$ cat config.mk
export PLATFORM = sky130hd
export DESIGN_NAME = nec_ir_frame_decoder_unit
export DESIGN_NICKNAME = d
export VERILOG_FILES = /design/src/design/nif_pkg.sv /design/src/design/nif_front.sv /design/src/design/nif_queue.sv /design/src/design/nif_back.sv /design/src/design/nec_ir_frame_decoder_unit.sv
export SDC_FILE = /design/constraint.sdc
export NUM_CORES = 1
export LEC_CHECK = 0
export BUFFER_PORTS_ARGS = -buffer_cell sky130_fd_sc_hd__buf_2
export CAP_MARGIN = 20
export CORE_AREA = 2 2 152 213
export CTS_BUF_LIST = sky130_fd_sc_hd__clkbuf_8
export CTS_CLUSTER_SIZE = 12
export DETAILED_ROUTE_END_ITERATION = 8
export DIE_AREA = 0 0 154 215
export SYNTH_ARGS = -nofsm -noshare
export SYNTH_HDL_FRONTEND = slang
export SYNTH_SLANG_ARGS = --single-unit
$ cat constraint.sdc
create_clock -name clk -period 3.5 [get_ports clk]
set_input_delay 0.525 -clock clk [delete_from_list [all_inputs] [get_ports clk]]
set_output_delay 0.525 -clock clk [all_outputs]
set_load 0.05 [all_outputs]
$ cat src/design/nif_pkg.sv
// shared types, codes and constants of the nec ir frame decoder
package nif_pkg;

  localparam int TIMER_BITS = 16;
  localparam int IV_W       = 16;
  localparam int CFG_W      = 16;
  localparam int IDX_W      = 3;
  localparam int CNT_W      = 5;
  localparam int NBYTES     = 4;

  // keeps only the bits that the timer really counts
  localparam logic [IV_W-1:0] TMASK = (TIMER_BITS >= IV_W) ? {IV_W{1'b1}} :
                                      IV_W'((32'd1 << TIMER_BITS) - 32'd1);

  localparam logic [CNT_W-1:0] LAST_BIT = {CNT_W{1'b1}};

  // register indexes
  localparam logic [IDX_W-1:0] REG_START_MIN = 3'd0;
  localparam logic [IDX_W-1:0] REG_START_MAX = 3'd1;
  localparam logic [IDX_W-1:0] REG_BIT_SPLIT = 3'd2;
  localparam logic [IDX_W-1:0] REG_ZERO_MIN  = 3'd3;
  localparam logic [IDX_W-1:0] REG_ONE_MAX   = 3'd4;

  localparam logic [CFG_W-1:0] RST_START_MIN = 16'd8000;
  localparam logic [CFG_W-1:0] RST_START_MAX = 16'd14000;
  localparam logic [CFG_W-1:0] RST_BIT_SPLIT = 16'd1450;
  localparam logic [CFG_W-1:0] RST_ZERO_MIN  = 16'd700;
  localparam logic [CFG_W-1:0] RST_ONE_MAX   = 16'd3000;

  // interval classes
  typedef logic [1:0] cls_t;
  localparam cls_t CLS_NONE  = 2'd0;
  localparam cls_t CLS_START = 2'd1;
  localparam cls_t CLS_ONE   = 2'd2;
  localparam cls_t CLS_ZERO  = 2'd3;

  typedef struct packed {
    logic       push;
    cls_t       cls;
  } q_wr_t;

  typedef struct packed {
    logic       valid;
    cls_t       cls;
  } q_rd_t;

  typedef struct packed {
    logic       frame_done;
    logic       check_ok;
    logic [7:0] address_byte;
    logic [7:0] address_inv_byte;
    logic [7:0] command_byte;
    logic [7:0] last_key;
  } out_t;

endpackage

$ cat src/design/nif_front.sv
// front end: timing window registers and interval classification
module nif_front (
  input  logic                          clk,
  input  logic                          rst,
  input  logic                          cfg_valid,
  input  logic [nif_pkg::IDX_W-1:0]     cfg_index,
  input  logic [nif_pkg::CFG_W-1:0]     cfg_data,
  input  logic                          in_valid,
  input  logic                          q_full,
  input  logic [nif_pkg::IV_W-1:0]      edge_interval,
  output logic                          in_ready,
  output nif_pkg::q_wr_t                q_wr
);

  logic [nif_pkg::CFG_W-1:0] start_min;
  logic [nif_pkg::CFG_W-1:0] start_max;
  logic [nif_pkg::CFG_W-1:0] bit_split;
  logic [nif_pkg::CFG_W-1:0] zero_min;
  logic [nif_pkg::CFG_W-1:0] one_max;
  logic [nif_pkg::IV_W-1:0]  t;
  logic                      is_start;
  logic                      is_one;
  logic                      is_zero;

  always_ff @(posedge clk) begin
    if (rst) begin
      start_min <= nif_pkg::RST_START_MIN;
      start_max <= nif_pkg::RST_START_MAX;
      bit_split <= nif_pkg::RST_BIT_SPLIT;
      zero_min  <= nif_pkg::RST_ZERO_MIN;
      one_max   <= nif_pkg::RST_ONE_MAX;
    end else if (cfg_valid) begin
      unique case (cfg_index)
        nif_pkg::REG_START_MIN: start_min <= cfg_data;
        nif_pkg::REG_START_MAX: start_max <= cfg_data;
        nif_pkg::REG_BIT_SPLIT: bit_split <= cfg_data;
        nif_pkg::REG_ZERO_MIN:  zero_min  <= cfg_data;
        nif_pkg::REG_ONE_MAX:   one_max   <= cfg_data;
        default: ;
      endcase
    end
  end

  assign t        = edge_interval & nif_pkg::TMASK;
  assign is_start = (t > start_min) && (t < start_max);
  assign is_one   = (t > bit_split) && (t < one_max);
  assign is_zero  = (t > zero_min) && (t < bit_split);

  assign in_ready = !q_full;

  always_comb begin
    q_wr.push = in_valid && !q_full;
    // leader test wins over the bit windows
    priority if (is_start) q_wr.cls = nif_pkg::CLS_START;
    else if (is_one)       q_wr.cls = nif_pkg::CLS_ONE;
    else if (is_zero)      q_wr.cls = nif_pkg::CLS_ZERO;
    else                   q_wr.cls = nif_pkg::CLS_NONE;
  end

endmodule

$ cat src/design/nif_queue.sv
// two-entry queue of interval classes between front and back
module nif_queue (
  input  logic           clk,
  input  logic           rst,
  input  nif_pkg::q_wr_t q_wr,
  input  logic           pop,
  output logic           full,
  output nif_pkg::q_rd_t q_rd
);

  nif_pkg::cls_t mem [2];
  logic          wr_ptr;
  logic          rd_ptr;
  logic [1:0]    count;
  logic          do_pop;

  assign full   = (count == 2'd2);
  assign do_pop = pop && (count != 2'd0);

  always_ff @(posedge clk) begin
    if (q_wr.push) begin
      mem[wr_ptr] <= q_wr.cls;
    end
  end

  always_ff @(posedge clk) begin
    if (rst) begin
      wr_ptr <= 1'b0;
      rd_ptr <= 1'b0;
      count  <= 2'd0;
    end else begin
      if (q_wr.push) wr_ptr <= !wr_ptr;
      if (do_pop)    rd_ptr <= !rd_ptr;
      count <= count + 2'(q_wr.push) - 2'(do_pop);
    end
  end

  assign q_rd.valid = (count != 2'd0);
  assign q_rd.cls   = mem[rd_ptr];

  a_no_overflow: assert property (@(posedge clk) disable iff (rst)
    full |-> !q_wr.push)
    else $error("queue written while full");

  a_count_range: assert property (@(posedge clk) disable iff (rst)
    count != 2'd3)
    else $error("queue count out of range");

  a_pop_only_valid: assert property (@(posedge clk) disable iff (rst)
    (count == 2'd0 && !q_wr.push) |=> count == 2'd0)
    else $error("empty queue changed without a push");

endmodule

$ cat src/design/nif_back.sv
// back end: frame assembly, check and output register
module nif_back (
  input  logic           clk,
  input  logic           rst,
  input  nif_pkg::q_rd_t q_rd,
  input  logic           out_ready,
  output logic           pop,
  output logic           out_valid,
  output nif_pkg::out_t  out
);

  logic                      armed;
  logic                      armed_next;
  logic [nif_pkg::CNT_W-1:0] bit_count;
  logic [nif_pkg::CNT_W-1:0] bit_count_next;
  logic [7:0]                frame_bytes [nif_pkg::NBYTES];
  logic [7:0]                frame_bytes_next [nif_pkg::NBYTES];
  logic [7:0]                key_reg;
  logic [7:0]                key_reg_next;
  logic                      done_next;
  logic                      ok_next;
  logic                      shift;
  logic                      bit_val;
  logic [1:0]                byte_sel;

  assign pop = q_rd.valid && (!out_valid || out_ready);

  always_comb begin
    armed_next     = armed;
    bit_count_next = bit_count;
    key_reg_next   = key_reg;
    done_next      = 1'b0;
    ok_next        = 1'b0;
    shift          = 1'b0;
    bit_val        = 1'b0;
    byte_sel       = bit_count[nif_pkg::CNT_W-1:3];
    for (int i = 0; i < nif_pkg::NBYTES; i++) begin
      frame_bytes_next[i] = frame_bytes[i];
    end
    unique case (q_rd.cls)
      nif_pkg::CLS_START: begin
        armed_next     = 1'b1;
        bit_count_next = '0;
      end
      nif_pkg::CLS_ONE: begin
        shift   = armed;
        bit_val = 1'b1;
      end
      nif_pkg::CLS_ZERO: begin
        shift   = armed;
        bit_val = 1'b0;
      end
      default: ;
    endcase
    if (shift) begin
      // lsb first: new bit enters at the top and moves down
      for (int i = 0; i < nif_pkg::NBYTES; i++) begin
        if (byte_sel == 2'(i)) begin
          frame_bytes_next[i] = {bit_val, frame_bytes[i][7:1]};
        end
      end
      bit_count_next = bit_count + 1'b1;
      if (bit_count == nif_pkg::LAST_BIT) begin
        armed_next = 1'b0;
        done_next  = 1'b1;
        if (frame_bytes_next[2] == ~frame_bytes_next[3]) begin
          ok_next      = 1'b1;
          key_reg_next = frame_bytes_next[2];
        end
      end
    end
  end

  always_ff @(posedge clk) begin
    if (rst) begin
      armed     <= 1'b0;
      bit_count <= '0;
      key_reg   <= '0;
      out_valid <= 1'b0;
      for (int i = 0; i < nif_pkg::NBYTES; i++) begin
        frame_bytes[i] <= '0;
      end
    end else begin
      if (pop) begin
        armed     <= armed_next;
        bit_count <= bit_count_next;
        key_reg   <= key_reg_next;
        for (int i = 0; i < nif_pkg::NBYTES; i++) begin
          frame_bytes[i] <= frame_bytes_next[i];
        end
        out_valid <= 1'b1;
      end else if (out_ready) begin
        out_valid <= 1'b0;
      end
    end
  end

  always_ff @(posedge clk) begin
    if (pop) begin
      out.frame_done       <= done_next;
      out.check_ok         <= ok_next;
      out.address_byte     <= frame_bytes_next[0];
      out.address_inv_byte <= frame_bytes_next[1];
      out.command_byte     <= frame_bytes_next[2];
      out.last_key         <= key_reg_next;
    end
  end

  a_idle_count_zero: assert property (@(posedge clk) disable iff (rst)
    !armed |-> bit_count == '0)
    else $error("bit count nonzero while disarmed");

  a_done_disarms: assert property (@(posedge clk) disable iff (rst)
    (pop && done_next) |=> !armed)
    else $error("still armed after a completed frame");

  a_ok_needs_done: assert property (@(posedge clk) disable iff (rst)
    (out_valid && out.check_ok) |-> out.frame_done)
    else $error("check passed without a completed frame");

  a_ok_latches_key: assert property (@(posedge clk) disable iff (rst)
    (out_valid && out.check_ok) |-> out.last_key == out.command_byte)
    else $error("key not taken from a checked frame");

endmodule

$ cat src/design/nec_ir_frame_decoder_unit.sv
// top level of the nec ir frame decoder
//
//   channel  dir  handshake          payload
//   s_axis   in   s_tvalid/s_tready  s_tdata = edge_interval
//   m_axis   out  m_tvalid/m_tready  m_tdata = bytes + key, m_tlast = frame_done,
//                                    m_tuser = check_ok
//   cfg      in   cfg_valid/cfg_ready cfg_index, cfg_data (always ready)
//
// one beat in per cycle and one beat out per cycle when m_tready stays high;
// each edge interval passes from input beat to output beat through the queue and then
// the output register (classification into the queue, then frame update into it).
// synchronous active-high reset clears the windows to their defaults, the
// frame state and the queue. a stalled output holds its beat while the two-entry
// queue absorbs input, and s_tready drops only when that queue is full.
module nec_ir_frame_decoder_unit (
  input  logic                      clk,
  input  logic                      rst,
  input  logic                      s_tvalid,
  output logic                      s_tready,
  input  logic [15:0]               s_tdata,    // [15:0] edge_interval
  output logic                      m_tvalid,
  input  logic                      m_tready,
  output logic [31:0]               m_tdata,    // [7:0] address_byte, [15:8] address_inv_byte,
                                                // [23:16] command_byte, [31:24] last_key
  output logic                      m_tlast,    // frame_done
  output logic                      m_tuser,    // check_ok
  input  logic                      cfg_valid,
  output logic                      cfg_ready,
  input  logic [nif_pkg::IDX_W-1:0] cfg_index,
  input  logic [nif_pkg::CFG_W-1:0] cfg_data
);

  nif_pkg::q_wr_t q_wr;
  nif_pkg::q_rd_t q_rd;
  nif_pkg::out_t  out;
  logic           q_full;
  logic           pop;

  assign cfg_ready = 1'b1;

  nif_front u_front (
    .clk           (clk),
    .rst           (rst),
    .cfg_valid     (cfg_valid),
    .cfg_index     (cfg_index),
    .cfg_data      (cfg_data),
    .in_valid      (s_tvalid),
    .q_full        (q_full),
    .edge_interval (s_tdata),
    .in_ready      (s_tready),
    .q_wr          (q_wr)
  );

  nif_queue u_queue (
    .clk  (clk),
    .rst  (rst),
    .q_wr (q_wr),
    .pop  (pop),
    .full (q_full),
    .q_rd (q_rd)
  );

  nif_back u_back (
    .clk       (clk),
    .rst       (rst),
    .q_rd      (q_rd),
    .out_ready (m_tready),
    .pop       (pop),
    .out_valid (m_tvalid),
    .out       (out)
  );

  assign m_tdata = {out.last_key, out.command_byte, out.address_inv_byte, out.address_byte};
  assign m_tlast = out.frame_done;
  assign m_tuser = out.check_ok;

endmodule

## Yosys cells after proc, flatten, opt, wreduce, memory -nomap -nowiden

Memories as Yosys holds them, arrays and structs flattened. A register that Yosys moved wholly into a read port is not among the register bits.
Cells that the tools add are included.
W data, S select, Z words.

| word-level totals | value |
|---|---|
| bits in registers | 133 |
| bits in writable memories | 36 |
| input port bits | 40 |
| output and inout port bits | 37 |
| memories | 2 |

| cells by class | value |
|---|---|
| $add $sub $neg | 3 |
| $lt $le $gt $ge | 6 |
| equality and inequality tests | 13 |
| muxes and demuxes | 37 |
| bitwise logic cells | 5 |
| reductions and logical operators | 24 |

Memories:

| memory | depth | width | read ports | clocked after memory_dff | write ports | RTL line | text |
|---|---|---|---|---|---|---|---|
| u_back.frame_bytes | 4 | 8 | 4 | 0 | 4 | nif_back.sv:16 | `logic [7:0] frame_bytes [nif_pkg::NBYTES];` |
| u_queue.mem | 2 | 2 | 1 | 1 | 1 | nif_queue.sv:11 | `nif_pkg::cls_t mem [2];` |

Operators by type and width:

| operator | count |
|---|---|
| $mux W8 | 13 |
| $gt A16 B16 Y1 | 3 |
| $lt A16 B16 Y1 | 3 |
| $mux W32 | 1 |
| $mux W1 | 18 |
| $reduce_and A2 Y1 | 7 |
| $eq A2 B2 Y1 const B | 5 |
| $mux W5 | 2 |
| $eq A8 B8 Y1 | 1 |
| $not A8 Y8 | 1 |
| $eq A3 B2 Y1 const B | 2 |
| $logic_and A1 B1 Y1 | 6 |
| $mux W2 | 3 |
| $reduce_bool A2 Y1 | 3 |
| $add A5 B1 Y5 const B | 1 |
| $eq A5 B5 Y1 const B | 1 |
| $eq A2 B1 Y1 const B | 2 |
| $logic_not A1 Y1 | 4 |
| $or A1 B1 Y1 | 4 |
| $eq A3 B1 Y1 const B | 1 |
| $eq A3 B3 Y1 const B | 1 |
| $logic_not A3 Y1 | 1 |
| $add A2 B1 Y2 | 1 |
| $logic_not A2 Y1 | 1 |
| 3 further kinds | 3 |

## Longest topological paths before layout

Gate-level depths: netlist of the first run.

| depth | value |
|---|---|
| depth after elaboration | 9 |
| gate-level depth with buffers | 9 |

## Cells and area by module

A second synthesis of the first run with hierarchy kept.

| second synthesis, totals | value |
|---|---|
| cell total of the unflattened synthesis | 975 |
| area, all modules | 9057.4 µm² |

Modules (own cells, without submodules):

| module | instances | cells an instance | area each (µm²) | sequential area each (µm²) |
|---|---|---|---|---|
| nif_front | 1 | 622 | 4803.4 | 1601.5 |
| nif_back | 1 | 322 | 3848.7 | 2282.2 |
| nif_queue | 1 | 29 | 394.1 | 220.2 |
| nec_ir_frame_decoder_unit | 1 | 2 | 11.3 | 0.0 |

## Worst setup path before layout of the first run

Ideal clock, no wire load.

| path | value |
|---|---|
| path kind | input to register |
| start point | input m_tready |
| end point | register u_queue.count[0] |
| data arrival time | 2.838 ns |
| slack | 0.537 ns |
| stages | 8 |
| path buffers | 1 |
| path through | nand2b_1 > o21ai_1 > inv_1 > clkbuf_1 > ha_1 > inv_1 > ha_1 > nor2b_1 |

| on the way | value |
|---|---|
| word-level cells in the longest chain between the ends | 4 |

Ends and longest elaborated chain:

| what | RTL line | text |
|---|---|---|
| start, declared | nec_ir_frame_decoder_unit.sv:22 | `input logic m_tready,` |
| $logic_or A1 B1 Y1 | nif_back.sv:26 | `assign pop = q_rd.valid && (!out_valid \|\| out_ready);` |
| $logic_and A1 B1 Y1 | nif_back.sv:26 |  |
| via pop | nec_ir_frame_decoder_unit.sv:37 | `logic pop;` |
| $logic_and A1 B1 Y1 | nif_queue.sv:18 | `assign do_pop = pop && (count != 2'd0);` |
| $sub A2 B1 Y2 | nif_queue.sv:34 | `count <= count + 2'(q_wr.push) - 2'(do_pop);` |
| end signal, assigned | nif_queue.sv:34 |  |
| end, declared | nif_queue.sv:14 | `logic [1:0] count;` |

The timed path passes the listed nets, and every way through them passes these cells.
A chain may end at the register's enable or synchronous reset.

==> impl_metrics.py, run 1 <==
metrics = {
    "outcome": {
        "outcome": "finished clean",
    },
    "setup_path": {
        "worstSetupEndpointType": "flip-flop",
        "critPathKind": "flip-flop to flip-flop",
        "r2r_end": "u_queue.mem[0][1]",
        "ff2ff_path_depth": 7,
        "cp.required_ps": 3770,
        "regToRegSetupSlack_ps": 680,
        "timing.rr.start": "u_front.one_max[5]",
        "slowest_stage": "a2111oi_0",
        "cp.depth": 7,
        "cp-startpoint": "u_front.one_max[5]",
        "cpMostUsedCell": "a2111oi_0",
        "path_cells": "inv_1, ha_1, a21o_1, a2111oi_0, a2111oi_0, or4_1, a2bb2oi_1",
        "critical_path.endpoint": "u_queue.mem[0][1]",
        "crit_buf_inv": 1,
        "slowest_delay_ps": 730,
        "startpoint_type": "flip-flop",
        "path_delay_family": "compound AO/OA/AOI/OAI gates",
        "crit_fanout": 3,
        "worst-endpoint-arrival_ps": 3090,
    },
    "finish": {
        "drive_gt1_share_pct": 16.2,
        "ff_latch_area_um2": 4100,
        "nNetsFinal": 1140,
        "top_regs": "u_back.out: 34 flops, u_back.frame_bytes: 32 flops",
        "largest_register": "u_back.out",
        "final_cell_mix": "nand2_1, dfxtp_1, a21oi_1, inv_1, ha_1",
        "final_cells": 1426,
        "syn2layout_area_growth_pct": 12.0,
        "multi_input_area_um2": 4510,
        "largest_reg_flops": 34,
        "layout_commonest_cell": "nand2_1",
        "antenna_cells": 0,
        "fin_area_um2": 10300,
        "fillCellCount": 3200,
    },
    "floorplanning": {
        "initial_core_util_pct": 29.4,
        "die_x_um": 154,
        "core_area_um2": 31300,
        "die_y_um": 215,
        "die_area_um2": 33100,
        "row_count": 77,
        "ios": 77,
    },
    "routing": {
        "via_per_inst": 4.81,
        "drc_errors": 0,
        "drtAntennaViolNets": 0,
        "num_vias": 6862,
        "drt-initial-drc-count": 337,
        "wl_per_cell_um": 15.6,
        "dr.pass1.iters": 5,
        "wl_mm": 22.2,
    },
    "synth": {
        "ys_ff_latch": 170,
        "yosysWarnings": 0,
        "synth_edf_count": 70,
        "syn-num-nets": 1085,
        "ys_seq_area_share_pct": 44.5,
        "synth_compound_area_share_pct": 11.4,
        "synth_mux_area_share_pct": 5.45,
        "synthFlopType": "dfxtp_1",
        "syn-cell-area_um2": 9210,
        "synth_cell_types": 68,
        "ys_async_sr_fraction_pct": 0,
        "synthSimpleGateAreaFrac_pct": 18.7,
        "syn_area_per_cell_um2": 9.57,
        "synth_top_family_by_area": "simple AND/OR/NAND/NOR gates",
        "syn_inst": 963,
        "synth-adder-area-share_pct": 11.1,
        "synth-xor-area-share_pct": 2.19,
    },
    "timing": {
        "tightest_slew_ps": 959,
        "hold_viol_final": 0,
        "finalMaxSlewViolations": 0,
        "fin_worst_skew_ps": 16.4,
        "fmax_mhz": 355,
        "finalSetupViolCount": 0,
        "rsz0062_at_grt": "no",
        "relSlewSlack_pct": 35.9,
        "min_period_ps": 2820,
        "setup_tns_ps": 0,
        "post-route-period-util_pct": 80.5,
        "layout_setup_ws_ps": 681,
    },
    "clocking": {
        "cts_buffer_depth": 2,
        "cts_buffers": 17,
        "worstSkewPairLatency_ps": 460,
        "cts_resized": 0,
        "cts_sinks": 170,
        "cts.reportedPaths.clkPinSlew_ps": 110,
        "cts_tree": "yes",
        "root_buffer": "clkbuf_8",
        "cts.htree.levels": 4,
        "cts_post_setup_buffers_inserted": 0,
        "postCtsHoldBufs": 0,
    },
    "global_routing": {
        "grt_pass1_wl_mm": 35.7,
        "grt_overflow_total": 0,
        "grt_usage_pct": 13.7,
        "grt_max_degree": 85,
        "antenna_found_initial": 5,
        "grt_pass1_vias": 6842,
    },
    "hold_path": {
        "holdCritPathClass": "input pin to flip-flop",
        "hp-start": "cfg_data[2]",
        "hold_depth": 3,
    },
    "flow_run": {
        "cap_viol_max_count": 0,
    },
    "placement": {
        "routabilityCongestion": 0.820,
        "dp_slack_ps": 443,
        "place_area_um2": 9870,
        "port_buffers": 75,
        "place_inst": 1394,
        "dp_hpwl_mm": 16.2,
    },
    "pwr": {
        "power.leakage_uw": 0.00437,
        "powerDensity_nw_per_um2": 595,
        "peakVddDrop_mv": 0.304,
    },
}
routing by layer:
| layer | wire length [um] | vias to the layer above | track usage [%] |
|---|---|---|---|
| li1 | - | 3427 | - |
| met3 | 740 | 37 | 3.02 |
| met4 | 476 | 10 | 4.92 |
| met2 | 12100 | 121 | 25.9 |
| met1 | 8900 | 3267 | 14.9 |
| met5 | 47 | - | 0 |
worst min path at each step:
stage,slack (ps),end
final,330,u_front.start_max[2]
after global routing,300,u_front.zero_min[6]
after CTS,300,u_front.one_max[2]
after detailed placement,450,u_front.start_max[8]
after global placement,440,u_front.start_max[11]
after floorplan,440,u_front.bit_split[11]
power by group:
group | internal, uW | switching (uW) | total [uW] | leakage (uW)
clock network | 735 | 817 | 1550 | 0.000217
registers | 2520 | 205 | 2720 | 0.00152
logic | 523 | 1340 | 1860 | 0.00263
tightest hold or removal path, delay by kind of cell:
family	cells	cell delay, ps
AO/OA/AOI/OAI	1	50
AND/OR/NAND/NOR	1	60
buffers and inverters	1	130
cell type report:
cell class	instances	area share, %
multi-input cells	660	43.7
flip-flops and latches	170	39.8
well taps	395	4.79
repair buffers	85	4.37
inverters	84	3.06
clock buffers	17	2.27
clock inverters	15	2.00
metrics by stage:
step | power, uW | hold slack (ps) | utilization [%]
floorplan | 4190 | 436 | -
detailed placement | 4660 | 447 | 31.5
global placement | 4630 | 442 | 31.5
global route | 6450 | 304 | 32.9
finish | 6140 | 328 | 32.9
CTS | 6220 | 295 | 32.9
kinds of logic (layout without fill, tap and decap cells):
logic type                 count (synthesis)  in the layout
and+or+nand+nor                          350            350
DFF                                      170            170
AOI/OAI and AO/OA                        163            163
buffers and inverters                    133            201
adders and majority gates                 82             82
muxes                                     41             41
xor gates and xnor gates                  23             23
other                                      1              1
Yosys cell counts (all sizes together) (3+ instances only):
cell type | n | share of area (%)
o21a | 4 | 0.33
nor4 | 8 | 0.54
nor2b | 9 | 0.61
o31ai | 4 | 0.38
clkbuf | 34 | 1.6
mux2 | 37 | 5.0
nor2 | 28 | 1.3
a21oi | 84 | 4.6
nand2b | 4 | 0.27
nand4 | 15 | 1.0
and3 | 9 | 0.67
and2 | 29 | 2.0
o32ai | 3 | 0.37
buf | 15 | 1.5
o211ai | 4 | 0.33
ha | 82 | 11
a31oi | 7 | 0.48
or2 | 4 | 0.27
nor3 | 11 | 0.60
nand3 | 11 | 0.60
xor2 | 14 | 1.3
a211o | 6 | 0.57
a21o | 18 | 1.5
o21ai | 11 | 0.60
dfxtp | 100 | 22
edfxtp | 70 | 23
xnor2 | 9 | 0.86
inv | 84 | 3.4
a211oi | 8 | 0.65
nand2 | 184 | 7.5
mux2i | 4 | 0.43
nand3b | 29 | 2.4
No activity file was read; power rests on OpenSTA's default activity.
==> inputs of run 2 (changes only) <==
--- a/config.mk
+++ b/config.mk
@@ -5,13 +5,14 @@
 export SDC_FILE = /design/constraint.sdc
 export NUM_CORES = 1
 export LEC_CHECK = 0
+export ABC_AREA = 1
 export BUFFER_PORTS_ARGS = -buffer_cell sky130_fd_sc_hd__buf_2
 export CAP_MARGIN = 20
-export CORE_AREA = 2 2 152 213
+export CORE_AREA = 2 2 150 211
 export CTS_BUF_LIST = sky130_fd_sc_hd__clkbuf_8
 export CTS_CLUSTER_SIZE = 12
 export DETAILED_ROUTE_END_ITERATION = 8
-export DIE_AREA = 0 0 154 215
+export DIE_AREA = 0 0 152 213
 export SYNTH_ARGS = -nofsm -noshare
 export SYNTH_HDL_FRONTEND = slang
 export SYNTH_SLANG_ARGS = --single-unit
==> constraint.sdc (replaced) <==
create_clock -name clk -period 2.88 [get_ports clk]
set_input_delay 0.432 -clock clk [delete_from_list [all_inputs] [get_ports clk]]
set_output_delay 0.432 -clock clk [all_outputs]
set_load 0.05 [all_outputs]
==> impl_metrics.py, run 2 <==
metrics = {
    "hold_path": {
        "holdCritPathClass": "input pin to flip-flop",
        "hp-start": "cfg_data[4]",
        "min_to": "u_front.zero_min[4]",
        "hold_depth": 3,
    },
    "synth": {
        "ys_seq_area_share_pct": 45.4,
        "synth_most_common_cell": "nand2_1",
        "synth_edf_count": 70,
        "syn-num-nets": 1224,
        "synth_area_leaders": "edfxtp_1, dfxtp_1, ha_1",
        "syn_area_per_cell_um2": 8.21,
        "syn-cell-area_um2": 9040,
        "synthFlopType": "dfxtp_1",
        "syn_inst": 1102,
        "synth_top_cell_area_share_pct": 23.2,
        "ys_ff_latch": 170,
        "synthTopCellsByCount": "nand2_1, inv_1, a21oi_1, dfxtp_1, nor2_1",
        "ys_async_sr_fraction_pct": 0,
        "yosysWarnings": 0,
        "yosys.area.top_type": "edfxtp_1",
        "synth_cell_types": 42,
    },
    "pwr": {
        "intPower_uw": 4530,
        "power.leakage_uw": 0.00477,
        "p_comb_share_pct": 33.5,
        "peakVddDrop_mv": 0.302,
        "switching_share_pct": 40.3,
        "power_switching_uw": 3060,
        "pwr-share-seq_pct": 43.2,
        "powerDensity_nw_per_um2": 741,
        "pwr-share-clk_pct": 23.3,
    },
    "clocking": {
        "cts.htree.levels": 4,
        "cts_resized": 0,
        "cts_sinks": 170,
        "cts_buffers": 17,
        "cts.reportedPaths.clkPinSlew_ps": 100,
        "postCtsHoldBufs": 0,
        "root_buffer": "clkbuf_8",
        "worstSkewPairLatency_ps": 470,
        "cts_tree": "yes",
        "cts_post_setup_buffers_inserted": 0,
        "cts_buffer_depth": 2,
    },
    "routing": {
        "drc_errors": 0,
        "via_per_inst": 4.54,
        "dr.pass1.iters": 4,
        "wl_mm": 21.6,
        "num_vias": 7164,
        "drtAntennaViolNets": 0,
        "wl_per_cell_um": 13.7,
        "drt-initial-drc-count": 298,
    },
    "finish": {
        "largest_register": "u_back.out",
        "drive_gt1_share_pct": 13.4,
        "fin_area_um2": 10200,
        "final_cell_mix": "nand2_1, inv_1, a21oi_1, dfxtp_1, nor2_1",
        "layout_commonest_cell": "nand2_1",
        "post-route-util_pct": 33.6,
        "syn2layout_area_growth_pct": 13.3,
        "largest_reg_flops": 34,
        "top_regs": "u_back.out: 34 flops, u_back.frame_bytes: 32 flops",
        "nNetsFinal": 1296,
    },
    "timing": {
        "post-route-period-util_pct": 80.3,
        "rsz0062_at_grt": "no",
        "fmax_mhz": 433,
        "hold_viol_final": 0,
        "relSlewSlack_pct": 31.5,
        "finalMaxSlewViolations": 0,
        "fin_worst_skew_ps": 14.2,
        "min_period_ps": 2310,
        "setup_tns_ps": 0,
        "tightest_slew_ps": 1030,
        "hold_ws_ps": 258,
        "finalSetupViolCount": 0,
    },
    "setup_path": {
        "cp-startpoint": "u_back.bit_count[4]",
        "worstSetupEndpointType": "flip-flop",
        "startpoint_type": "flip-flop",
        "critPathKind": "flip-flop to flip-flop",
        "worst-endpoint-arrival_ps": 2540,
        "ff2ff_path_depth": 8,
        "cp.required_ps": 3110,
        "timing.rr.start": "u_back.bit_count[4]",
        "r2r_end": "u_back.out[7]",
        "regToRegSetupSlack_ps": 570,
        "crit_fanout": 25,
    },
    "floorplanning": {
        "ios": 77,
        "initial_core_util_pct": 29.6,
        "die_area_um2": 32400,
        "die_x_um": 152,
        "core_area_um2": 30500,
        "die_y_um": 213,
        "row_count": 76,
    },
    "placement": {
        "place_area_um2": 9840,
        "dp_hpwl_mm": 16.3,
        "routabilityCongestion": 0.848,
        "port_buffers": 75,
    },
    "global_routing": {
        "grt_max_degree": 77,
        "grt_overflow_total": 0,
        "grt_pass1_wl_mm": 34.9,
        "antenna_found_initial": 2,
        "grt_usage_pct": 13.6,
        "grt_pass1_vias": 6916,
    },
    "flow_run": {
        "cap_viol_max_count": 0,
    },
    "outcome": {
        "outcome": "finished clean",
    },
}
==> run 2: cell families after synthesis <==
group / Yosys count / synth area share [%]
compound gates: 244 / 14.8
xor+xnor: 1 / 0.0969
fa+ha+maj: 82 / 11.3
buf+inv: 220 / 9.74
flops: 170 / 45.4
other cells: 1 / 0.0415
simple gates: 384 / 18.6
==> run 2: worst max-delay path, cell delays in order, from the launching register on <==
cell,delay [ps]
dfxtp_1,680
nand2_4,290
o21ai_1,360
nand2_1,90
nand2_1,80
nand2_2,90
nor2_8,180
nand3_1,130
and2_1,180
==> run 2: power by group through the flow <==
stage	clock network (uW)	registers [uW]	logic (uW)
3_5_place_dp	0	3350	2570
2_1_floorplan	0	4130	1080
5_1_grt	1920	3340	2800
3_3_place_gp	0	3330	2540
4_1_cts	1840	3290	2580
6_report	1770	3280	2540
==> run 2: worst max path at each step <==
stage                                end  slack [ps]  cells after the start
2_1_floorplan  u_back.frame_bytes[0][24]         310                      8
3_3_place_gp               u_back.out[3]         600                     12
3_5_place_dp               u_back.out[2]         570                     12
4_1_cts                    u_back.out[7]         570                     12
5_1_grt                    u_back.out[5]         390                      8
6_report                   u_back.out[7]         570                      8
==> run 2: final cells by class <==
| cell class | instances | area [um2] |
|---|---|---|
| diodes | 2 | 5.00 |
| clock buffers | 19 | 262 |
| clock inverters | 13 | 141 |
| fillers | 3192 | 20300 |
| inverters | 186 | 703 |
| multi-input cells | 712 | 4070 |
| flip-flops and latches | 170 | 4100 |
| well taps | 390 | 488 |
| repair buffers | 87 | 478 |
==> run 2: per-stage QoR <==
step	total power (uW)	setup WS, ps	std cells
detailed placement	5920	574	1545
finish	7590	569	1579
floorplan	5210	310	1102
CTS	7710	568	1577
global placement	5870	602	1545
global route	8070	388	1578
==> run 2: per-layer routing <==
| layer | up-vias | global-route usage (%) | wire, um |
|---|---|---|---|
| met5 | - | 0 | 0 |
| li1 | 3759 | - | - |
| met1 | 3253 | 14.4 | 8800 |
| met2 | 118 | 25.9 | 11400 |
| met4 | 0 | 6.12 | 664 |
| met3 | 34 | 2.96 | 768 |
